**src/sv/bas_pkg.sv**
```systemverilog
// Shared types, constants and the microcode table of the array statistics block.
// No dependencies; used by the interfaces, the sequencer, the top level and the checker.
package bas_pkg;

	localparam int unsigned MAX_ENTRIES_DFLT = 256;
	localparam int unsigned REQ_W = 2;
	localparam int unsigned IDX_W = 16;
	localparam int unsigned VAL_W = 32;
	localparam int unsigned LEN_W = 9;
	localparam logic [LEN_W-1:0] LEN_RESET = 9'd256;
	// 10000.0 in Q16.16
	localparam logic signed [VAL_W-1:0] READ_DEFAULT = 32'sd655360000;

	typedef enum logic [REQ_W-1:0] {
		REQ_WRITE = 2'd0,
		REQ_READ  = 2'd1,
		REQ_STATS = 2'd2,
		REQ_NONE  = 2'd3
	} req_t;

	typedef enum logic [3:0] {
		A_NONE       = 4'd0,
		A_CLEAR      = 4'd1,
		A_ACCEPT     = 4'd2,
		A_WRITE      = 4'd3,
		A_READ       = 4'd4,
		A_READ_TAKE  = 4'd5,
		A_SCAN_START = 4'd6,
		A_SCAN       = 4'd7,
		A_DIV_START  = 4'd8,
		A_MEAN       = 4'd9,
		A_PUSH       = 4'd10
	} act_t;

	typedef enum logic [2:0] {
		C_ALWAYS   = 3'd0,
		C_FIRE     = 3'd1,
		C_LAST     = 3'd2,
		C_DIV_DONE = 3'd3,
		C_OUT_FREE = 3'd4,
		C_DISPATCH = 3'd5
	} cond_t;

	typedef logic [3:0] step_t;

	localparam step_t U_CLR       = 4'd0;
	localparam step_t U_IDLE      = 4'd1;
	localparam step_t U_DECODE    = 4'd2;
	localparam step_t U_WRITE     = 4'd3;
	localparam step_t U_READ      = 4'd4;
	localparam step_t U_READ_TAKE = 4'd5;
	localparam step_t U_STAT_INIT = 4'd6;
	localparam step_t U_SCAN      = 4'd7;
	localparam step_t U_DIV_START = 4'd8;
	localparam step_t U_DIV_WAIT  = 4'd9;
	localparam step_t U_MEAN      = 4'd10;
	localparam step_t U_RESULT    = 4'd11;

	// One control word: action for the datapath, jump condition and target.
	// A false condition holds the step.
	typedef struct packed {
		act_t  act;
		cond_t cond;
		step_t target;
	} ctrl_t;

	typedef struct packed {
		req_t req;
		logic fire;
		logic last;
		logic div_done;
		logic out_free;
	} stat_t;

	function automatic ctrl_t ucode(input step_t s);
		ctrl_t w;
		w = '{A_NONE, C_ALWAYS, U_IDLE};
		unique case (s)
			U_CLR:       w = '{A_CLEAR,      C_LAST,     U_IDLE};
			U_IDLE:      w = '{A_ACCEPT,     C_FIRE,     U_DECODE};
			U_DECODE:    w = '{A_NONE,       C_DISPATCH, U_RESULT};
			U_WRITE:     w = '{A_WRITE,      C_ALWAYS,   U_RESULT};
			U_READ:      w = '{A_READ,       C_ALWAYS,   U_READ_TAKE};
			U_READ_TAKE: w = '{A_READ_TAKE,  C_ALWAYS,   U_RESULT};
			U_STAT_INIT: w = '{A_SCAN_START, C_ALWAYS,   U_SCAN};
			U_SCAN:      w = '{A_SCAN,       C_LAST,     U_DIV_START};
			U_DIV_START: w = '{A_DIV_START,  C_ALWAYS,   U_DIV_WAIT};
			U_DIV_WAIT:  w = '{A_NONE,       C_DIV_DONE, U_MEAN};
			U_MEAN:      w = '{A_MEAN,       C_ALWAYS,   U_RESULT};
			U_RESULT:    w = '{A_PUSH,       C_OUT_FREE, U_IDLE};
			default:     w = '{A_NONE,       C_ALWAYS,   U_IDLE};
		endcase
		return w;
	endfunction

endpackage

```
**src/sv/bas_seq.sv**
```systemverilog
// Microcode sequencer: step counter, control word lookup and conditional jumps.
// Depends on bas_pkg for the control word, status struct and microcode table.
module bas_seq import bas_pkg::*; (
	input  logic  clk,
	input  logic  arst_n,
	input  stat_t stat,
	output ctrl_t ctrl
);

	step_t step_q;
	step_t step_d;
	ctrl_t word;
	logic  taken;
	step_t dispatch;

	always_comb begin
		word = ucode(step_q);

		unique case (stat.req)
			REQ_WRITE: dispatch = U_WRITE;
			REQ_READ:  dispatch = U_READ;
			REQ_STATS: dispatch = U_STAT_INIT;
			REQ_NONE:  dispatch = U_RESULT;
			default:   dispatch = U_RESULT;
		endcase

		unique case (word.cond)
			C_ALWAYS:   taken = 1'b1;
			C_FIRE:     taken = stat.fire;
			C_LAST:     taken = stat.last;
			C_DIV_DONE: taken = stat.div_done;
			C_OUT_FREE: taken = stat.out_free;
			C_DISPATCH: taken = 1'b1;
			default:    taken = 1'b0;
		endcase

		// Hold the step until its condition comes true
		if (!taken) begin
			step_d = step_q;
		end else if (word.cond == C_DISPATCH) begin
			step_d = dispatch;
		end else begin
			step_d = word.target;
		end
	end

	always_ff @(posedge clk or negedge arst_n) begin
		if (!arst_n) begin
			step_q <= U_CLR;
		end else begin
			step_q <= step_d;
		end
	end

	assign ctrl = word;

endmodule

```
**config.mk**
```make
export PLATFORM = sky130hd
export DESIGN_NAME = bas_seq
export DESIGN_NICKNAME = d
export VERILOG_FILES = /design/src/sv/bas_pkg.sv /design/src/sv/bas_seq.sv
export SDC_FILE = /design/constraint.sdc
export NUM_CORES = 1
export LEC_CHECK = 0
export BUFFER_PORTS_ARGS = -buffer_cell sky130_fd_sc_hd__buf_4
export CAP_MARGIN = 10
export CELL_PAD_IN_SITES_DETAIL_PLACEMENT = 0
export CELL_PAD_IN_SITES_GLOBAL_PLACEMENT = 1
export CORE_MARGIN = 2
export CORE_UTILIZATION = 30
export CTS_CLUSTER_DIAMETER = 40
export DETAILED_ROUTE_END_ITERATION = 7
export PLACE_DENSITY = 0.79
export SLEW_MARGIN = 25
export SYNTH_ARGS = -nofsm -noshare
export SYNTH_HDL_FRONTEND = slang
export SYNTH_SLANG_ARGS = --single-unit
```
**constraint.sdc**
```tcl
create_clock -name clk -period 2.3 [get_ports clk]
set_input_delay 0.46 -clock clk [delete_from_list [all_inputs] [get_ports clk]]
set_output_delay 0.46 -clock clk [all_outputs]
set_load 0.02 [all_outputs]
```
==> results by group, run 1 <==
Status
  • Status: complete, no violations

Floorplanning
  • Rows: 15
  • Full die area: 2130 um2
  • Core Area: 1690 um2
  • Initial core utilization: 31.5%
  • I/O pins: 19
  • Chip Width: 46.1 um
  • Die H: 46.1 um

Global route
  • Largest net degree at the start of global routing: 19
  • Antenna violations before repair: 0
  • Tot GR Track Use: 13.2%
  • First-pass GRT wire length: 1.98 mm
  • Vias in the first global route: 442
  • Grt total ovfl: 0

Worst setup path
  • Required time worst endpoint: 2.41 ns
  • Cell depth of the worst flop-to-flop path: 8
  • Reg2reg start: step_q[0]$_DFFE_PN0P_
  • Critical Path End Type: register
  • Flop-to-flop setup slack: 0.13 ns
  • Critical path launch point: step_q[0]$_DFFE_PN0P_
  • Crit path launch type: register
  • Setup CP Type: reg -> reg
  • Worst Path Max Fanout: 5
  • Setup crit end: step_q[0]$_DFFE_PN0P_
  • Reg-to-Reg End: step_q[0]$_DFFE_PN0P_
  • Crit path DAT: 2.28 ns

Routing
  • DR WL/cell: 11.9 um
  • Drt via density: 4.87
  • ANT nets after route: 0
  • TritonRoute pass-1 iters: 4
  • Vias: 487
  • DRC viols: 0
  • DRT Wirelength: 1.19 mm
  • Iteration-0 DRC Markers: 3

Yosys
  • FF+latch count, synth: 4
  • Syn Std Cell Area: 532 um2
  • Post-Syn Nets: 77
  • Sequential area share after synthesis: 18.8%
  • Synth Instances: 62
  • Yosys warning count: 0
  • Synth unique cells: 25
  • Syn_area_per_cell: 8.58 um2

Run
  • Max cap viols: 0

Final layout
  • Fill count: 169
  • Max reg flops: 4
  • Largest regs: step_q x4
  • Register area: 103 um2
  • Multi-input gate area: 407 um2
  • Nets: 100
  • Layout cells sized above 1: 44.6%
  • Inserted Diodes: 0
  • Biggest register: step_q
  • Most frequent cells in the layout: buf_4 (23), mux2i_1 (10), nor2_1 (6), ha_1 (6), a21oi_1 (4)
  • Area growth syn-to-layout: 39.3%
  • Most common cell after layout, fill and taps aside: buf_4

STA
  • Normalized max-slew margin: 79.0%
  • Setup TNS: 0 ns
  • WHS: 0.0148 ns
  • Fmax: 462 MHz
  • Final period util: 94.2%
  • Final Hold Fails: 0
  • Clock skew: 0.0000942 ns
  • RSZ-0062 raised after global routing: false
  • Slew Limit Fails: 0
  • # setup viols final: 0
  • Crit path time final: 2.17 ns
  • Worst Tran Pin Value: 0.312 ns

Worst hold path
  • Worst hold path class: in -> async

Place
  • Port buffer count: 18
  • Detailed placement HPWL: 969 um
  • RD Place Congestion: 0.788

Clock network
  • CTS root buf: clkbuf_4
  • Clock Latency Late Sink: 0.23 ns
  • Clock tree buffer depth: 2
  • Inserted Clock Buffers: 3
  • Worst-path clk slew: 0.04 ns
  • Clock Sinks: 4
  • CTS tree: yes
  • H-tree levels: 1
cell families after synthesis:
group / count (synthesis) / synth area share, %
AOI/OAI and AO/OA: 13 / 14.8
DFF: 4 / 18.8
buffers and inverters: 9 / 7.76
and+or+nand+nor: 17 / 17.6
muxes: 12 / 24.5
adders and majority gates: 7 / 16.5
what timing repair did:
item | in CTS | in global routing
resized for setup | 0 | 7
hold buffers | 0 | 0
setup buffers | 0 | 1
endpoints found under the setup margin | 0 | 5
stage by stage:
stage	util (%)	worst slack [ns]	cell area [um2]	instances
2_1_floorplan	-	0.0948	532	62
3_3_place_gp	41.0	0.0631	692	96
3_5_place_dp	41.0	0.0214	692	96
4_1_cts	42.3	0.0110	714	99
5_1_grt	43.9	0.0198	741	100
6_report	43.9	0.134	741	100
routing by layer:
layer / vias to the layer above / global-route usage (%) / wire (um)
met1: 214 / 18.5 / 603
met4: 0 / 6.86 / 0
met3: 0 / 2.35 / 51
li1: 260 / - / -
met5: - / 0 / 0
met2: 13 / 18.9 / 538
critical path, cell delays in order (launching register included):
cell and delay [ns]:
dfrtp_2 0.43, buf_4 0.15, ha_1 0.22, nor2b_1 0.15, mux2_4 0.28, or3_4 0.38, o211ai_4 0.12, mux2i_1 0.23
a21oi_1 0.08
Yosys cell counts, drive strengths merged:
master  number  area, um2
a211oi       1       7.51
or4b         1       10.0
nand2        2       7.51
a21oi        4       20.0
or3          1       6.26
clkbuf       3       11.3
nor2         6       22.5
mux2i       10        100
buf          2       15.0
o211ai       1       12.5
inv          4       15.0
o21ai        5       25.0
nand2b       1       6.26
ha           7       87.6
o21a         1       7.51
nor3         1       5.00
o22ai        1       6.26
mux2         2       30.0
dfrtp        4        100
nor3b        1       7.51
nand3b       1       7.51
or3b         1       8.76
nor2b        2       12.5
worst min-delay path by stage:
stage                start                     to  slack (ns)
CTS                 arst_n  step_q[1]$_DFFE_PN0P_        0.01
floorplan           arst_n  step_q[0]$_DFFE_PN0P_        0.16
global route        arst_n  step_q[2]$_DFFE_PN0P_        0.01
global placement    arst_n  step_q[3]$_DFFE_PN0P_        0.26
detailed placement  arst_n  step_q[1]$_DFFE_PN0P_        0.26
finish              arst_n  step_q[2]$_DFFE_PN0P_        0.01
layout make-up:
type | instances | share of cell area [%]
clock buffer | 3 | 3.04
tap | 17 | 2.87
multi-input combinational | 49 | 54.9
inverter | 4 | 2.03
timing repair buffer | 23 | 23.3
sequential | 4 | 13.9
Power of run 1 is not shown: default switching activity piles up to over one toggle a cycle in this logic, so the estimate is an artifact.
==> inputs of run 2 (changes only) <==
--- a/config.mk
+++ b/config.mk
@@ -9,7 +9,7 @@
 export CAP_MARGIN = 10
 export CELL_PAD_IN_SITES_DETAIL_PLACEMENT = 0
 export CELL_PAD_IN_SITES_GLOBAL_PLACEMENT = 1
-export CORE_MARGIN = 2
+export CORE_MARGIN = 3
 export CORE_UTILIZATION = 30
 export CTS_CLUSTER_DIAMETER = 40
 export DETAILED_ROUTE_END_ITERATION = 7
==> run 2 against run 1 <==
- setup slack worse by 0.031 ns
- register-to-register slack worse by 0.03 ns
- routed wire length is 3.9% higher
- maximum frequency is 1.4% lower
- final cell count is 9.0% higher
- critical path depth is 1 lower
- global-route usage is 0.51 points lower
- sequential share of layout area is 0.58 points lower
- largest cell class unchanged
==> results by group, run 2 (synthesized netlist as in run 1, its figures left out) <==
Worst setup path
  • Critical Path End Type: register
  • Crit path DAT: 2.31 ns (+0.03 ns)
  • Setup CP Type: reg -> reg
  • Required time worst endpoint: 2.41 ns (about the same)
  • Flop-to-flop setup slack: 0.10 ns (-0.03 ns)
  • Crit path launch type: register
  • Worst Path Max Fanout: 5 (unchanged)

Final layout
  • Fin cells: 109 (+9.0%)
  • Largest regs: step_q x4
  • Layout cells sized above 1: 38.8% (-5.8 points)
  • Biggest register: step_q
  • Nets: 102 (+2.0%)
  • Area growth syn-to-layout: 41.9%
  • Most frequent cells in the layout: buf_4 (25), mux2i_1 (10), ha_1 (7), nor2_1 (6)
  • Fill count: 162 (-4.1%)
  • Inserted Diodes: 0 (unchanged)
  • Most common cell after layout, fill and taps aside: buf_4
  • Max reg flops: 4 (unchanged)

STA
  • Fmax: 455 MHz (-1.4%)
  • Crit path time final: 2.20 ns (+0.0308 ns)
  • Final period util: 95.5% (+1.3 points)
  • Worst Tran Pin Value: 0.365 ns (+0.0524 ns)
  • Slew Limit Fails: 0 (unchanged)
  • WHS: 0.0109 ns (-0.00388 ns)
  • # setup viols final: 0 (unchanged)
  • Normalized max-slew margin: 75.7% (-3.3 points)
  • Final Hold Fails: 0 (unchanged)
  • Setup TNS: 0 ns (unchanged)
  • Clock skew: 0.00745 ns (+0.00736 ns)
  • RSZ-0062 raised after global routing: false

Global route
  • First-pass GRT wire length: 2.01 mm (+1.7%)
  • Vias in the first global route: 472 (+6.8%)
  • Largest net degree at the start of global routing: 19 (unchanged)
  • Antenna violations before repair: 0 (unchanged)
  • Grt total ovfl: 0 (unchanged)
  • Tot GR Track Use: 12.7% (-0.51 points)

Floorplanning
  • Full die area: 2310 um2 (+8.9%)
  • Core Area: 1590 um2 (-5.6%)
  • I/O pins: 19 (unchanged)
  • Initial core utilization: 33.4% (+1.9 points)
  • Chip Width: 48.1 um (+4.3%)
  • Rows: 14 (-1)
  • Die H: 48.1 um (+4.3%)

Clock network
  • Clock tree buffer depth: 2 (unchanged)
  • CTS root buf: clkbuf_4
  • H-tree levels: 1 (unchanged)
  • Clock Latency Late Sink: 0.24 ns (about the same)
  • Inserted Clock Buffers: 3 (unchanged)
  • Clock Sinks: 4 (unchanged)
  • Worst-path clk slew: 0.04 ns (about the same)
  • CTS tree: yes

Routing
  • DRC viols: 0 (unchanged)
  • Max layer used: met3
  • Vias: 500 (+2.7%)
  • DR WL met3: 75 um (+47%)
  • Drt via density: 4.59 (-5.8%)
  • DR WL/cell: 11.4 um (-4.7%)
  • ANT nets after route: 0 (unchanged)
  • Routed wl met2: 597 um (+11%)
  • TritonRoute pass-1 iters: 4 (unchanged)
  • DRT Wirelength: 1.24 mm (+3.9%)
  • Iteration-0 DRC Markers: 8 (+5)
  • Wl on met1: 566 um (-6.1%)

Place
  • Detailed placement HPWL: 958 um (-1.1%)
  • Placed Cells incl. Taps: 105 (+9.4%)
  • RD Place Congestion: 0.730 (-7.3%)
  • Port buffer count: 18 (unchanged)

Status
  • Status: complete, no violations

Run
  • Max cap viols: 0 (unchanged)

Worst hold path
  • Worst hold path class: in -> async
==> run 2: cell type report <==
type	count	area, um2	share of cell area (%)
clock buffers	3	22.5	2.99
inverters	4	15.0	1.99
multi-input cells	49	399	52.9
flip-flops and latches	4	100	13.3
well taps	24	30.0	3.98
repair buffers	25	188	24.9
==> run 2: final timing paths <==
kind,startpoint,endpoint,cells after the start
hold / removal,arst_n,step_q[2]$_DFFE_PN0P_,1
setup / recovery,step_q[0]$_DFFE_PN0P_,step_q[0]$_DFFE_PN0P_,7
min in group clk,stat[4],step_q[1]$_DFFE_PN0P_,3
setup reg to reg,step_q[0]$_DFFE_PN0P_,step_q[0]$_DFFE_PN0P_,7
max in group asynchronous,arst_n,step_q[0]$_DFFE_PN0P_,1
hold reg to reg,step_q[0]$_DFFE_PN0P_,step_q[0]$_DFFE_PN0P_,2
==> run 2: through the flow <==
stage / setup slack (ns) / util, % / cell area [um2]
after CTS: 0.0858 / 46.3 / 738
final: 0.103 / 47.3 / 754
after global placement: 0.117 / 44.9 / 716
after floorplan: 0.0948 / - / 532
after detailed placement: 0.0960 / 44.9 / 716
after global routing: 0.00375 / 47.3 / 754
==> run 2: worst max-delay path: stages, from the launching register on <==
cell	delay [ns]
dfrtp_1	0.40
ha_1	0.28
mux2_4	0.27
mux2_4	0.29
or3_1	0.39
o211ai_4	0.14
mux2i_1	0.23
a21oi_1	0.08
==> run 2: layer usage <==
metal / up-vias / GRT usage [%]
met3: 0 / 2.21
li1: 266 / -
met5: - / 0
met1: 216 / 14.8
met4: 0 / 8.06
met2: 18 / 21.1
==> run 2: what timing repair did <==
item	in CTS	in global routing
buffers inserted	0	1
resized for setup	0	1
hold buffers	0	0
setup endpoints to repair	0	5
Power of run 2 is left out for the same reason.
==> inputs of run 3 (changes only) <==
--- a/config.mk
+++ b/config.mk
@@ -9,11 +9,11 @@
 export CAP_MARGIN = 10
 export CELL_PAD_IN_SITES_DETAIL_PLACEMENT = 0
 export CELL_PAD_IN_SITES_GLOBAL_PLACEMENT = 1
-export CORE_MARGIN = 3
 export CORE_UTILIZATION = 30
-export CTS_CLUSTER_DIAMETER = 40
+export CTS_CLUSTER_DIAMETER = 60
 export DETAILED_ROUTE_END_ITERATION = 7
 export PLACE_DENSITY = 0.79
+export RECOVER_POWER = 100
 export SLEW_MARGIN = 25
 export SYNTH_ARGS = -nofsm -noshare
 export SYNTH_HDL_FRONTEND = slang
==> run 3 against run 2 <==
- via count up 2.4%
- final cell count fell by 8.3%
- die area shrank 16%
- non-clock buffer count down 1
- clock skew grew 0.0012 ns
- flip-flop and latch count is the same
- register-to-register slack got worse by 0.03 ns
==> results by group, run 3 (synthesized netlist as in run 1, its figures left out) <==
Routing
  • Iteration-0 DRC Markers: 18 (+10)
  • Drt via density: 5.12 (+12%)
  • DRC viols: 0 (unchanged)
  • Vias: 512 (+2.4%)
  • DRT Wirelength: 1.17 mm (-5.6%)
  • DR WL/cell: 11.7 um (+2.8%)
  • TritonRoute pass-1 iters: 6 (+2)
  • ANT nets after route: 0 (unchanged)

Global route
  • First-pass GRT wire length: 1.94 mm (-3.8%)
  • Grt total ovfl: 0 (unchanged)
  • Vias in the first global route: 472 (unchanged)
  • Tot GR Track Use: 13.3% (+0.66 points)
  • Antenna violations before repair: 0 (unchanged)
  • Largest net degree at the start of global routing: 19 (unchanged)

Worst setup path
  • Top cell by count, worst path: mux2_4
  • Required time worst endpoint: 2.41 ns (about the same)
  • Setup CP Type: reg -> reg
  • Worst Path Max Fanout: 5 (unchanged)
  • Flop-to-flop setup slack: 0.07 ns (-0.03 ns)
  • Critical Path End Type: register
  • Crit path launch type: register
  • Setup crit end: step_q[3]$_DFFE_PN0P_
  • Reg-to-Reg End: step_q[3]$_DFFE_PN0P_
  • Critical-path top delay cell: dfrtp_1
  • CP max stage delay: 0.42 ns (+0.02 ns)
  • Crit path DAT: 2.34 ns (+0.03 ns)
  • Cell depth of the worst flop-to-flop path: 8 (+1)
  • Crit-path cells: inv_2 -> ha_1 -> mux2_4 -> mux2_4 -> or3_4 -> o211ai_4 -> mux2i_1 -> o21ai_1
  • Reg2reg start: step_q[0]$_DFFE_PN0P_
  • Critical path launch point: step_q[0]$_DFFE_PN0P_

Clock network
  • CTS root buf: clkbuf_4
  • Clock Latency Late Sink: 0.24 ns (about the same)
  • Inserted Clock Buffers: 3 (unchanged)
  • H-tree levels: 1 (unchanged)
  • Clock tree buffer depth: 2 (unchanged)
  • Worst-path clk slew: 0.04 ns (about the same)
  • Clock Sinks: 4 (unchanged)
  • CTS tree: yes

Final layout
  • Max reg flops: 4 (unchanged)
  • Most common cell after layout, fill and taps aside: buf_4
  • Nets: 101 (-0.98%)
  • Area growth syn-to-layout: 33.6%
  • Core Util, Final: 45.1% (-2.3 points)
  • Biggest register: step_q
  • Layout cells sized above 1: 31.0% (-7.9 points)
  • Fill count: 164 (+1.2%)
  • Largest regs: step_q x4
  • Most frequent cells in the layout: buf_4 (13), mux2i_1 (10), clkbuf_1 (8), ha_1 (7), nor2_1 (6)
  • Inserted Diodes: 0 (unchanged)

Status
  • Status: complete, no violations

Floorplanning
  • Initial core utilization: 33.7% (+0.37 points)
  • Rows: 14 (unchanged)
  • Full die area: 1940 um2 (-16%)
  • I/O pins: 19 (unchanged)
  • Core Area: 1580 um2 (-1.1%)
  • Die H: 44.1 um (-8.3%)
  • Chip Width: 44.1 um (-8.3%)

STA
  • Post-route setup slack: 0.0684 ns (-0.0346 ns)
  • Worst Tran Pin Value: 0.345 ns (-0.0196 ns)
  • Final period util: 97.0% (+1.5 points)
  • WHS: 0.544 ns (+0.534 ns)
  • Fmax: 448 MHz (-1.5%)
  • Final Hold Fails: 0 (unchanged)
  • Crit path time final: 2.23 ns (+0.0346 ns)
  • # setup viols final: 0 (unchanged)
  • Normalized max-slew margin: 77.0% (+1.3 points)
  • Clock skew: 0.00864 ns (+0.00119 ns)
  • Slew Limit Fails: 0 (unchanged)

Place
  • RD Place Congestion: 0.794 (+8.7%)
  • Detailed placement HPWL: 918 um (-4.1%)
  • Port buffer count: 18 (unchanged)
  • Place WS: 0.0147 ns (-0.0813 ns)

Worst hold path
  • Worst hold path class: in -> reg
  • Worst hold path startpoint: stat[4]

Run
  • Max cap viols: 0 (unchanged)
[run 3: cell types whose count changed in the layout (fill, tap and decap cells not counted)]
cell,before,now
buf_4,25,13
clkbuf_1,0,8
clkbuf_2,0,2
dfrtp_1,4,3
dfrtp_2,0,1
dlygate4sd3_1,0,1
inv_1,4,3
inv_2,0,1
or3_1,1,0
or3_4,0,1
[run 3: worst min-delay path by stage]
stage	endpoint	cells after the start
CTS	step_q[2]$_DFFE_PN0P_	1
detailed placement	step_q[3]$_DFFE_PN0P_	1
floorplan	step_q[0]$_DFFE_PN0P_	0
finish	step_q[1]$_DFFE_PN0P_	3
global route	step_q[1]$_DFFE_PN0P_	3
global placement	step_q[3]$_DFFE_PN0P_	1
[run 3: per-layer routing]
layer  up-vias  global-route usage [%]  part of all wire (%)
met5         -                       0                     0
met4         0                    5.45                  0.86
met3         4                    3.67                   6.0
met2        23                    21.2                    46
met1       221                    16.9                    47
li1        264                       -                     -
[run 3: area by class of cell]
type / instances / area, um2 / area share [%]
multi-input cells: 49 / 404 / 56.9
repair buffers: 24 / 148 / 20.8
flip-flops and latches: 4 / 101 / 14.3
clock buffers: 3 / 22.5 / 3.17
well taps: 16 / 20.0 / 2.82
inverters: 4 / 15.0 / 2.11
[run 3: timing repair]
action,CTS,global route
resized for setup,0,4
endpoints found under the hold margin,0,4
buffers inserted,0,1
hold buffers,0,1
setup endpoints to repair,0,4
[run 3: worst max-delay path, delay by kind of cell (launching register included)]
kind                       cells  cell delay, ns
AOI/OAI and AO/OA              2            0.21
adders and majority gates      1            0.22
buffers and inverters          1            0.07
DFF                            1            0.42
muxes                          3            0.79
and+or+nand+nor                1            0.38
[run 3: through the flow]
step	TNS (ns)	area, um2	cells
global route	-0.0128	711	100
finish	0	711	100
floorplan	0	532	62
detailed placement	0	691	95
CTS	0	713	98
global placement	0	691	95
Power of run 3 is left out for the same reason.
