File: src/sv/bas_div.sv
// Restoring divider, one quotient bit per cycle, for the mean computation.
// No dependencies.
module bas_div #(
	parameter int unsigned NW = 41,
	parameter int unsigned DW = 9
) (
	input  logic          clk,
	input  logic          arst_n,
	input  logic          start,
	input  logic [NW-1:0] dividend,
	input  logic [DW-1:0] divisor,
	output logic          done,
	output logic [NW-1:0] quotient
);

	localparam int unsigned CW = $clog2(NW + 1);

	logic          busy_q;
	logic [CW-1:0] cnt_q;
	logic [DW-1:0] rem_q;
	logic [NW-1:0] quo_q;
	logic [DW-1:0] dsr_q;
	logic [DW:0]   shifted;
	logic [DW:0]   diff;
	logic          take;

	// Bring down the next dividend bit and try a subtract
	always_comb begin
		shifted = {rem_q, quo_q[NW-1]};
		diff    = shifted - {1'b0, dsr_q};
		take    = (shifted >= {1'b0, dsr_q});
	end

	always_ff @(posedge clk or negedge arst_n) begin
		if (!arst_n) begin
			busy_q <= 1'b0;
			cnt_q  <= '0;
		end else if (start) begin
			busy_q <= 1'b1;
			cnt_q  <= CW'(NW);
		end else if (busy_q) begin
			cnt_q <= cnt_q - 1'b1;
			if (cnt_q == CW'(1)) begin
				busy_q <= 1'b0;
			end
		end
	end

	always_ff @(posedge clk) begin
		if (start) begin
			rem_q <= '0;
			quo_q <= dividend;
			dsr_q <= divisor;
		end else if (busy_q) begin
			rem_q <= take ? diff[DW-1:0] : shifted[DW-1:0];
			quo_q <= {quo_q[NW-2:0], take};
		end
	end

	assign done     = !busy_q;
	assign quotient = quo_q;

endmodule

File: config.mk
export PLATFORM = sky130hd
export DESIGN_NAME = bas_div
export DESIGN_NICKNAME = d
export VERILOG_FILES = /design/src/sv/bas_div.sv
export SDC_FILE = /design/constraint.sdc
export NUM_CORES = 1
export LEC_CHECK = 0
export BUFFER_PORTS_ARGS = -buffer_cell sky130_fd_sc_hd__buf_2
export CAP_MARGIN = 20
export CORE_ASPECT_RATIO = 0.9
export CORE_MARGIN = 2
export CORE_UTILIZATION = 50
export DETAILED_ROUTE_END_ITERATION = 16
export PLACE_DENSITY = 0.84
export REMOVE_ABC_BUFFERS = 1
export SKIP_LAST_GASP = 1
export SLEW_MARGIN = 10
export SYNTH_ARGS = -nofsm -noshare
export SYNTH_HDL_FRONTEND = slang
export SYNTH_SLANG_ARGS = --single-unit
File: constraint.sdc
create_clock -name clk -period 6.9 [get_ports clk]
set_input_delay 1.38 -clock clk [delete_from_list [all_inputs] [get_ports clk]]
set_output_delay 1.38 -clock clk [all_outputs]
set_load 0.005 [all_outputs]
==> metrics.csv, run 1 <==
stage;metric;value;unit
outcome;status;completed;
yosys;Syn Inst Count;236;
power_and_ir_drop;Pleak;1.71;nW
clock_network;later-pin clock latency in the skew report;0.35;ns
floorplanning;Die ar.;7050;µm²
yosys;Syn Area/Cell;13.5;µm²
clock_network;Hold-fix buffers, CTS;0;
floorplanning;die width;88.3;µm
timing;slew at the pin closest to its max-slew limit;0.728;ns
clock_network;CTS tree;yes;
floorplanning;Starting Density;0.520;
routing;Post-route DRC;0;
placement;placed cell area;3750;µm²
placement;DP Cell Count;410;
routing;WL/cell;14.9;µm
cells_and_area;layout cells sized above 1;0.460;
yosys;Cell variety after synth;41;
min_path;Hold Path Depth;2;
clock_network;clk sink count;66;
clock_network;number of CTS-inserted buffers;9;
global_route;gr ovfl total;0;
global_route;largest net degree at the start of global routing;62;
clock_network;CTS Buffer Depth;2;
power_and_ir_drop;overall power;1.18;mW
timing;Rel. slew slack;0.515;
floorplanning;total core area;6150;µm²
timing;fin crit share;0.461;
power_and_ir_drop;pwr dens;302;nW/µm²
power_and_ir_drop;VDD IR-drop max;0.192;mV
routing;drt first pass iters;4;
timing;setup_tns;0;ns
critical_path;Crit. End Element;primary output;
timing;post-route clock skew;0.0110;ns
clock_network;Reg clk slew, reported paths;0.06;ns
critical_path;CP Launch Type;flop;
floorplanning;row cnt;27;
floorplanning;Die Height;79.8;µm
cells_and_area;most frequent cells in the layout;buf_2, edfxtp_1, mux2_2, inv_1, nor2_1;
routing;Vias;2233;
cells_and_area;commonest non-fill, non-tap cell in the layout;buf_2;
floorplanning;I/O Pins;95;
clock_network;Setup Buffers After CTS;0;
timing;final hold vios;0;
global_route;first-pass GRT wire length;10400;µm
yosys;ys async rst share;0.106;
clock_network;CTS root buf;clkbuf_8;
routing;DRT antenna net count;0;
min_path;Hold Crit Class;flop to flop;
yosys;Post-synth EDFFs;50;
placement;Port Buffers;94;
cells_and_area;# nets final;399;
timing;Max Slew Vio Count;0;
cells_and_area;Area Overhead vs Synth;22.5;%
critical_path;critical path required time;5.52;ns
cells_and_area;# diodes;0;
clock_network;Gates resized, CTS repair;0;
cells_and_area;Post-Layout Cell Count;426;
critical_path;Worst Reg-to-Reg Cells;8;
routing;Iter 0 DRT Violations;98;
placement;gpl congestion;0.823;
timing;fin crit period;3.18;ns
run;maximum capacitance violations;0;
timing;Max Clk Rate;314;MHz
clock_network;CTS H-tree lvls;3;
yosys;register area share after synthesis;0.581;
global_route;vias in the first global route;2235;
timing;RSZ-0062 raised after global routing;false;
placement;Post-DP HPWL;4450;µm
global_route;initial antenna violation count;0;
timing;Final setup viols;0;
yosys;Ys Warns;0;
yosys;synthesized area;3200;µm²
critical_path;CP Class;flop to primary output;
routing;final wirelength;6340;µm
cells_and_area;post-route cell area;3920;µm²
critical_path;CP Max Fanout;20;
yosys;Synth Register Bits;66;
global_route;GRT Total Usage;0.198;
yosys;top_reg_cell synth;edfxtp_1;
routing;vias per cell;5.24;
critical_path;CP arrival;1.80;ns
-- logic make-up after synthesis --
| kind of cell | count (synthesis) | synth area share |
|---|---|---|
| flops | 66 | 0.581 |
| fa+ha+maj | 12 | 0.0493 |
| simple gates | 41 | 0.0673 |
| xor+xnor | 9 | 0.0247 |
| compound gates | 37 | 0.0854 |
| buf+inv | 25 | 0.0317 |
| mux | 46 | 0.161 |
-- registers in the layout (all words and copies together) (netlist names) --
name / flops
rem_q: 9
dsr_q: 9
cnt_q: 6
quotient: 41
busy_q: 1
-- cell usage after synthesis (all sizes together) (3+ instances only) --
library cell	n	area share
edfxtp	50	0.47
a311oi	3	0.010
a211oi	8	0.020
mux2	42	0.15
ha	11	0.043
nand2	9	0.011
a21oi	7	0.011
dfrtp	7	0.055
nand2b	4	0.0078
xnor2	6	0.016
a21o	3	0.0070
xor2	3	0.0082
mux2i	4	0.013
o21ai	6	0.0094
nor2	12	0.014
clkbuf	8	0.0094
dfxtp	9	0.056
and3	6	0.014
inv	14	0.016
-- critical path, cell delays in order (launching register included) --
cell and delay [ns]:
dfrtp_1 0.76, clkinv_1 0.45, buf_2 0.24
-- final timing paths --
path,slack (ns),from,to
worst max-delay path,3.72,busy_q$_DFF_PN0_,done
worst min-delay path,0.51,rem_q[5]$_SDFFE_PP0P_,rem_q[5]$_SDFFE_PP0P_
worst max register to register,4.29,quotient[40]$_DFFE_PP_,quotient[0]$_DFFE_PP_
min in group asynchronous,0.86,arst_n,cnt_q[2]$_DFFE_PN0P_
max in group asynchronous,5.88,arst_n,busy_q$_DFF_PN0_
worst min register to register,0.51,rem_q[5]$_SDFFE_PP0P_,rem_q[5]$_SDFFE_PP0P_
-- where the power goes --
| part | total (mW) | internal [mW] | switching (mW) |
|---|---|---|---|
| clock network | 0.281 | 0.139 | 0.142 |
| logic | 0.366 | 0.183 | 0.183 |
| registers | 0.536 | 0.495 | 0.0416 |
| total | 1.18 | 0.817 | 0.366 |
-- final cells by class --
type                    count  area, µm²
multi-input cells         145       1240
well taps                  87        109
inverters                  16       60.1
clock inverters             3       17.5
fillers                   480       2230
flip-flops and latches     66       1860
repair buffers             96        485
clock buffers              13        149
-- layer usage --
| layer | vias up | wire length, µm | GRT usage |
|---|---|---|---|
| met2 | 83 | 2990 | 0.303 |
| met5 | - | 0 | 0 |
| met1 | 1056 | 2680 | 0.241 |
| met4 | 0 | 65 | 0.0621 |
| met3 | 7 | 602 | 0.104 |
| li1 | 1087 | - | - |
-- metrics by stage --
stage	util	hold slack [ns]	setup slack [ns]
detailed placement	0.610	0.504	3.43
global route	0.637	0.535	3.59
global placement	0.610	0.477	3.48
floorplan	-	0.452	4.05
finish	0.637	0.508	3.72
CTS	0.637	0.512	3.72
(Power assumes the default switching activity.)
==> run 2, diff against run 1 <==
--- a/config.mk
+++ b/config.mk
@@ -5,13 +5,14 @@
 export SDC_FILE = /design/constraint.sdc
 export NUM_CORES = 1
 export LEC_CHECK = 0
+export ABC_AREA = 1
 export BUFFER_PORTS_ARGS = -buffer_cell sky130_fd_sc_hd__buf_2
 export CAP_MARGIN = 20
 export CORE_ASPECT_RATIO = 0.9
 export CORE_MARGIN = 2
-export CORE_UTILIZATION = 50
+export CORE_UTILIZATION = 47
 export DETAILED_ROUTE_END_ITERATION = 16
-export PLACE_DENSITY = 0.84
+export PLACE_DENSITY = 0.82
 export REMOVE_ABC_BUFFERS = 1
 export SKIP_LAST_GASP = 1
 export SLEW_MARGIN = 10
==> constraint.sdc (replaced) <==
create_clock -name clk -period 2.9 [get_ports clk]
set_input_delay 0.58 -clock clk [delete_from_list [all_inputs] [get_ports clk]]
set_output_delay 0.58 -clock clk [all_outputs]
set_load 0.005 [all_outputs]
==> run 2 against run 1 <==
Against the previous run: critical path depth is 9 higher; largest power group unchanged; setup slack got worse by 2.9 ns; non-clock buffer count rose by 2; synthesized cell count rose by 59%; global-route usage up 1.3 points; clock power rose to 2.7 times the previous value; synthesized area grew 2.9%; highest routed layer unchanged; sequential share of layout area is 1.5 points lower; flip-flop and latch count is the same; clock skew shrank 0.00064 ns; routed wire length rose by 20%.
==> metrics.csv, run 2 <==
stage;metric;value;unit;change
timing;post-route clock skew;0.0103;ns;-0.000637 ns
yosys;Synth area leaders;edfxtp_1, nand2_1, dfxtp_1;;
timing;Final setup viols;0;;unchanged
placement;placed cell area;3850;µm²;+2.6%
power_and_ir_drop;sequential share of power;0.425;;-0.028
cells_and_area;Final Util;0.604;;-0.0328
power_and_ir_drop;Psw;1.02;mW;+180%
clock_network;Hold-fix buffers, CTS;0;;unchanged
global_route;gr ovfl total;0;;unchanged
critical_path;CP Launch Type;flop;;
timing;Rel. slew slack;0.519;;+0.00471
power_and_ir_drop;VDD IR-drop max;0.359;mV;+87%
critical_path;CP Max Fanout;12;;-40%
power_and_ir_drop;Internal Dissipation;1.96;mW;+140%
global_route;initial antenna violation count;0;;unchanged
yosys;Synth Register Bits;66;;unchanged
critical_path;CP startpoint;quotient[40]$_DFFE_PP_;;
timing;fin crit share;0.719;;
clock_network;later-pin clock latency in the skew report;0.34;ns;about the same
global_route;first-pass GRT wire length;12700;µm;+22%
clock_network;number of CTS-inserted buffers;9;;unchanged
placement;DP Cell Count;552;;+35%
yosys;Ys Warns;0;;unchanged
yosys;Syn Inst Count;375;;+59%
power_and_ir_drop;sw frac;0.342;;+0.0322
clock_network;CTS root buf;clkbuf_8;;
power_and_ir_drop;pwr dens;738;nW/µm²;+140%
placement;Post-DP HPWL;5600;µm;+26%
timing;final hold vios;0;;unchanged
timing;slew at the pin closest to its max-slew limit;0.720;ns;-0.00811 ns
floorplanning;I/O Pins;95;;unchanged
routing;final wirelength;7590;µm;+20%
global_route;largest net degree at the start of global routing;46;;-26%
yosys;synthesized area;3290;µm²;+2.9%
floorplanning;Die ar.;7690;µm²;+9.0%
global_route;met3 Use GR;0.0808;;-0.0237
placement;gpl congestion;0.834;;+1.4%
timing;fin crit period;2.09;ns;
floorplanning;Die Height;83.4;µm;+4.4%
yosys;Cell variety after synth;27;;-34%
timing;setup_tns;0;ns;unchanged
critical_path;setup slack, reg-to-reg;0.81;ns;-3.48 ns
yosys;top-area cell type share of the netlist area;0.456;;-0.0134
critical_path;CP Class;flop to flop;;
yosys;register area share after synthesis;0.564;;-0.0166
timing;Max Clk Rate;479;MHz;
cells_and_area;commonest non-fill, non-tap cell in the layout;nand2_1;;
yosys;ys async rst share;0.106;;unchanged
global_route;met1 GRT Util;0.265;;+0.0245
yosys;Syn Area/Cell;8.77;µm²;-35%
routing;Iter 0 DRT Violations;231;;+140%
run;maximum capacitance violations;0;;unchanged
cells_and_area;Largest register FFs;41;;unchanged
cells_and_area;# nets final;538;;+35%
cells_and_area;most frequent cells in the layout;nand2_1, buf_2, edfxtp_1, inv_1, nand3_1;;
power_and_ir_drop;combinational fraction of design power;0.320;;+0.011
cells_and_area;Area Overhead vs Synth;22.9;%;
yosys;top post-synthesis cells by count;nand2_1, edfxtp_1, inv_1, nand3_1, nor2_1;;
floorplanning;die width;92.2;µm;+4.4%
cells_and_area;post-route cell area;4040;µm²;+3.2%
critical_path;Worst Reg-to-Reg Cells;11;;+3
placement;Port Buffers;94;;unchanged
cells_and_area;# diodes;0;;unchanged
yosys;most frequent cell after synthesis;nand2_1;;
cells_and_area;Post-Layout Cell Count;568;;+33%
critical_path;CP arrival;2.35;ns;+0.55 ns
timing;Min Hold Slack;0.0553;ns;-0.453 ns
timing;RSZ-0062 raised after global routing;false;;
clock_network;clk sink count;66;;unchanged
critical_path;critical path required time;3.17;ns;-2.35 ns
routing;vias per cell;4.98;;-5.0%
global_route;M2 GR Usage;0.328;;+0.0252
critical_path;Crit. End Element;flop;;
floorplanning;row cnt;28;;+3.7%
yosys;top_reg_cell synth;edfxtp_1;;
yosys;top cell type by total area after synthesis;edfxtp_1;;
routing;drt first pass iters;6;;+2
global_route;vias in the first global route;2732;;+22%
min_path;Hold Crit Class;input port to async pin;;
global_route;grt peak-use layer;met2;;
yosys;Post-synth EDFFs;50;;unchanged
clock_network;CTS tree;yes;;
routing;Vias;2829;;+27%
critical_path;FF-to-FF End;rem_q[4]$_SDFFE_PP0P_;;
timing;Max Slew Vio Count;0;;unchanged
routing;WL/cell;13.4;µm;-10%
clock_network;CTS H-tree lvls;3;;unchanged
floorplanning;Starting Density;0.492;;-0.0282
cells_and_area;layout cells sized above 1;0.259;;-0.201
critical_path;R2R Path Start;quotient[40]$_DFFE_PP_;;
clock_network;Reg clk slew, reported paths;0.08;ns;+0.02 ns
floorplanning;total core area;6690;µm²;+8.8%
routing;DRT antenna net count;0;;unchanged
power_and_ir_drop;Clk pwr share;0.256;;+0.019
outcome;status;completed;;
routing;Post-route DRC;0;;unchanged
power_and_ir_drop;Pleak;2.10;nW;+22%
global_route;GRT Total Usage;0.210;;+0.0129
clock_network;Gates resized, CTS repair;0;;unchanged
clock_network;Setup Buffers After CTS;0;;unchanged
clock_network;CTS Buffer Depth;2;;unchanged
==> run 2: cell count changes in the layout (fill, tap and decap cells not counted), moves of 5 or more <==
cell      change
nand3_1      +21
mux2_2       -42
inv_1        +25
a211oi_1      -7
nand3_2       +5
nand2_1     +158
==> run 2: per-layer routing <==
layer | part of all wire | vias to the layer above
met1 | 0.42 | 1309
met5 | 0 | -
met3 | 0.080 | 12
li1 | - | 1402
met2 | 0.48 | 106
met4 | 0.020 | 0
==> run 2: how the worst max path moves through the flow <==
stage                                       end  slack [ns]  cells past startpoint
after global routing      rem_q[2]$_SDFFE_PP0P_        0.60                     11
after floorplan           quotient[0]$_DFFE_PP_        0.96                      2
after detailed placement  rem_q[4]$_SDFFE_PP0P_        0.84                     11
after global placement    rem_q[5]$_SDFFE_PP0P_        0.95                     11
final                     rem_q[4]$_SDFFE_PP0P_        0.81                     11
after CTS                 rem_q[4]$_SDFFE_PP0P_        0.81                     11
==> run 2: critical path, stage by stage (launching register included) <==
cell,delay (ns)
edfxtp_1,0.38
inv_1,0.10
ha_1,0.15
inv_1,0.06
fa_1,0.42
nand2_1,0.12
nand3_2,0.08
nand2_2,0.23
nand2_2,0.17
nand2_1,0.11
nand3_1,0.08
o21ai_1,0.10
==> run 2: per-stage QoR <==
stage	power [mW]	setup slack [ns]
floorplan	1.92	0.964
global placement	2.17	0.950
detailed placement	2.22	0.837
CTS	2.98	0.813
global route	3.19	0.597
finish	2.98	0.814
==> run 2: logic make-up after synthesis <==
| logic type | Yosys count | synth area share |
|---|---|---|
| and+or+nand+nor | 225 | 0.288 |
| DFF | 66 | 0.564 |
| AOI/OAI and AO/OA | 17 | 0.0278 |
| xor gates and xnor gates | 3 | 0.00799 |
| adders and majority gates | 12 | 0.0479 |
| buffers and inverters | 52 | 0.0639 |
==> run 2: final cells by class <==
class	instances	area (µm²)
clock buffers	11	141
clock inverters	5	53.8
fillers	566	2650
inverters	41	154
multi-input cells	257	1220
flip-flops and latches	66	1860
well taps	90	113
repair buffers	98	500
==> run 2: power by group through the flow <==
stage / Combinational [mW] / Clock, mW / Sequential, mW
2_1_floorplan: 0.663 / 0 / 1.26
3_3_place_gp: 0.900 / 0 / 1.27
3_5_place_dp: 0.943 / 0 / 1.28
4_1_cts: 0.950 / 0.771 / 1.26
5_1_grt: 1.09 / 0.821 / 1.28
6_report: 0.954 / 0.763 / 1.27
==> run 3, diff against run 2 <==
==> constraint.sdc (replaced) <==
create_clock -name clk -period 1.75 [get_ports clk]
set_input_delay 0.35 -clock clk [delete_from_list [all_inputs] [get_ports clk]]
set_output_delay 0.35 -clock clk [all_outputs]
set_load 0.005 [all_outputs]
==> run 3 against run 2 <==
Against the previous run: the run now ends with setup timing left; first-iteration DRC count fell by 29%; critical path depth unchanged; utilization increased by 6.1 points; clock power rose by 78%; flip-flop and latch count is the same; final area rose by 10%; count of clock-buffer cells in the layout down 1; setup slack got worse by 0.87 ns; fmax grew 16%.
==> metrics.csv, run 3 (synthesis results as in run 2) <==
stage;metric;value;unit;change
outcome;status;complete, but fails checks;;
outcome;failing checks;setup timing;;
cells_and_area;commonest non-fill, non-tap cell in the layout;nand2_1;;
critical_path;critical path required time;1.98;ns;-1.19 ns
clock_network;CTS root buf;clkbuf_8;;
critical_path;CP arrival;2.03;ns;-0.32 ns
timing;Max Slew Vio Count;0;;unchanged
cells_and_area;number of fill cells;521;;-8.0%
global_route;GRT Total Usage;0.211;;+0.000766
clock_network;CTS H-tree lvls;3;;unchanged
power_and_ir_drop;sequential share of power;0.367;;-0.058
critical_path;slowest CP cell;edfxtp_1;;
critical_path;Worst Reg-to-Reg Cells;11;;unchanged
timing;fin crit share;1.03;;+0.312
placement;gpl congestion;0.829;;-0.56%
critical_path;most frequent CP cell;inv_2;;
placement;Port Buffers;94;;unchanged
routing;DRT antenna net count;0;;unchanged
timing;RSZ-0062 raised after global routing;true;;
cells_and_area;post-route cell area;4450;µm²;+10%
clock_network;CTS tree;yes;;
clock_network;clk sink count;66;;unchanged
clock_network;Reg clk slew, reported paths;0.07;ns;about the same
power_and_ir_drop;combinational fraction of design power;0.396;;+0.076
timing;final worst slack;-0.0550;ns;-0.869 ns
timing;fin crit period;1.80;ns;-0.281 ns
global_route;first-pass GRT wire length;12800;µm;+0.32%
routing;Post-route DRC;0;;unchanged
global_route;initial antenna violation count;0;;unchanged
global_route;largest net degree at the start of global routing;42;;-8.7%
floorplanning;Die ar.;7690;µm²;unchanged
routing;drt first pass iters;4;;-2
timing;Min Hold Slack;0.195;ns;+0.140 ns
power_and_ir_drop;VDD IR-drop max;0.636;mV;+77%
power_and_ir_drop;Pleak;2.34;nW;+12%
floorplanning;I/O Pins;95;;unchanged
critical_path;Buf+Inv Stages, Crit Path;3;;+1
floorplanning;total core area;6690;µm²;unchanged
timing;Max Clk Rate;554;MHz;+16%
cells_and_area;# nets final;573;;+6.5%
min_path;Hold Path Depth;1;;
routing;vias per cell;4.89;;-1.9%
timing;Rel. slew slack;0.668;;+0.149
clock_network;CTS Buffer Depth;2;;unchanged
power_and_ir_drop;pwr dens;1280;nW/µm²;+74%
global_route;vias in the first global route;2812;;+2.9%
routing;Iter 0 DRT Violations;165;;-29%
min_path;worst hold start;divisor[0];;
critical_path;CP Cell Sequence;inv_2, ha_4, inv_2, fa_2, nand2_2, nand3_2, nand2_4, clkbuf_16, nand3b_1, nand3_1, nand2_1;;
critical_path;R2R Path Start;quotient[40]$_DFFE_PP_;;
placement;Post-DP HPWL;5780;µm;+3.1%
cells_and_area;most frequent cells in the layout;nand2_1, buf_2, edfxtp_1, inv_1, buf_4;;
floorplanning;Starting Density;0.492;;unchanged
critical_path;Crit path largest cell delay;0.41;ns;about the same
floorplanning;die width;92.2;µm;unchanged
critical_path;CP Launch Type;flop;;
critical_path;Crit. End Element;flop;;
clock_network;later-pin clock latency in the skew report;0.34;ns;about the same
critical_path;FF-to-FF End;rem_q[8]$_SDFFE_PP0P_;;
critical_path;CP Class;flop to flop;;
min_path;Hold Crit Class;input port to flop;;
routing;Vias;2946;;+4.1%
min_path;Hold EP;dsr_q[0]$_DFFE_PP_;;
power_and_ir_drop;Internal Dissipation;3.80;mW;+94%
timing;Final setup viols;9;;+9
power_and_ir_drop;Clk pwr share;0.237;;-0.019
timing;setup_tns;-0.277;ns;-0.277 ns
clock_network;number of CTS-inserted buffers;9;;unchanged
cells_and_area;Largest register FFs;41;;unchanged
cells_and_area;Final Util;0.665;;+0.0608
critical_path;CP startpoint;quotient[40]$_DFFE_PP_;;
global_route;gr ovfl total;0;;unchanged
cells_and_area;# diodes;0;;unchanged
cells_and_area;Area Overhead vs Synth;35.2;%;
floorplanning;Die Height;83.4;µm;unchanged
routing;WL/cell;13.4;µm;+0.25%
placement;placed cell area;4050;µm²;+5.2%
run;maximum capacitance violations;0;;unchanged
cells_and_area;Sequential cell area;1860;µm²;unchanged
floorplanning;row cnt;28;;unchanged
timing;final hold vios;0;;unchanged
routing;final wirelength;8080;µm;+6.4%
critical_path;CP Max Fanout;5;;-7
timing;slew at the pin closest to its max-slew limit;0.497;ns;-0.223 ns
cells_and_area;Multi-input gate area;1320;µm²;+7.9%
critical_path;critical path's top delay family;simple AND/OR/NAND/NOR gates;;
power_and_ir_drop;Psw;1.91;mW;+87%
critical_path;setup slack, reg-to-reg;-0.05;ns;-0.87 ns
timing;post-route clock skew;0.00948;ns;-0.000861 ns
power_and_ir_drop;overall power;5.71;mW;+92%
cells_and_area;layout cells sized above 1;0.343;;+0.0837
power_and_ir_drop;sw frac;0.334;;-0.00770
-- run 3: cell types whose count changed in the layout (fill, tap and decap cells not counted), moves of 3 or more --
| cell | before | now |
|---|---|---|
| buf_4 | 4 | 36 |
| nand3_1 | 23 | 16 |
| nand3_2 | 5 | 12 |
| nand2_1 | 167 | 164 |
| o21ai_0 | 6 | 3 |
| o21ai_1 | 2 | 5 |
-- run 3: layer usage --
metal	vias to the layer above	wire length [µm]	global-route usage
li1	1471	-	-
met2	102	3880	0.330
met3	8	579	0.0508
met1	1365	3510	0.286
met4	0	112	0.0814
met5	-	0	0
-- run 3: how the worst max path moves through the flow --
stage               cells past startpoint  slack (ns)                    end
finish                                 11       -0.05  rem_q[8]$_SDFFE_PP0P_
global route                           12       -0.15  rem_q[8]$_SDFFE_PP0P_
CTS                                    11       -0.05  rem_q[3]$_SDFFE_PP0P_
detailed placement                     11       -0.13  rem_q[6]$_SDFFE_PP0P_
global placement                       11       -0.07  rem_q[8]$_SDFFE_PP0P_
floorplan                              11       -0.11  rem_q[0]$_SDFFE_PP0P_
-- run 3: repair_timing --
item                       4_1_cts  5_1_grt
hold endpoints to repair         7        0
setup endpoints to repair       10       10
setup buffers                    2        6
pin swaps                        3        9
cloned                           0        1
hold buffers                     1        0
resized for setup                9       16
-- run 3: final cells by class --
cell class                      count  share of cell area
Clock buffer                       10              0.0287
Clock inverter                      6              0.0186
Inverter                           41              0.0346
Multi-Input combinational cell    257               0.296
Sequential cell                    66               0.417
Tap cell                           90              0.0253
Timing Repair Buffer              133               0.179
-- run 3: power groups by stage --
stage	Sequential (mW)	Clock [mW]	Combinational, mW
after global placement	2.11	0	1.80
after global routing	2.12	1.44	2.49
after CTS	2.09	1.38	1.98
final	2.10	1.36	2.26
after floorplan	2.09	0	1.10
after detailed placement	2.11	0	1.87
-- run 3: worst register-to-register path, cell delays in order (launching register included) --
cell and delay [ns]:
edfxtp_1 0.41, inv_2 0.10, ha_4 0.12, inv_2 0.04
fa_2 0.37, nand2_2 0.10, nand3_2 0.09, nand2_4 0.13
clkbuf_16 0.16, nand3b_1 0.08, nand3_1 0.08, nand2_1 0.05
-- run 3: stage by stage --
step | std cells | setup slack (ns)
after floorplan | 364 | -0.113
after global placement | 577 | -0.0724
after detailed placement | 577 | -0.134
after CTS | 596 | -0.0499
after global routing | 603 | -0.151
final | 603 | -0.0550
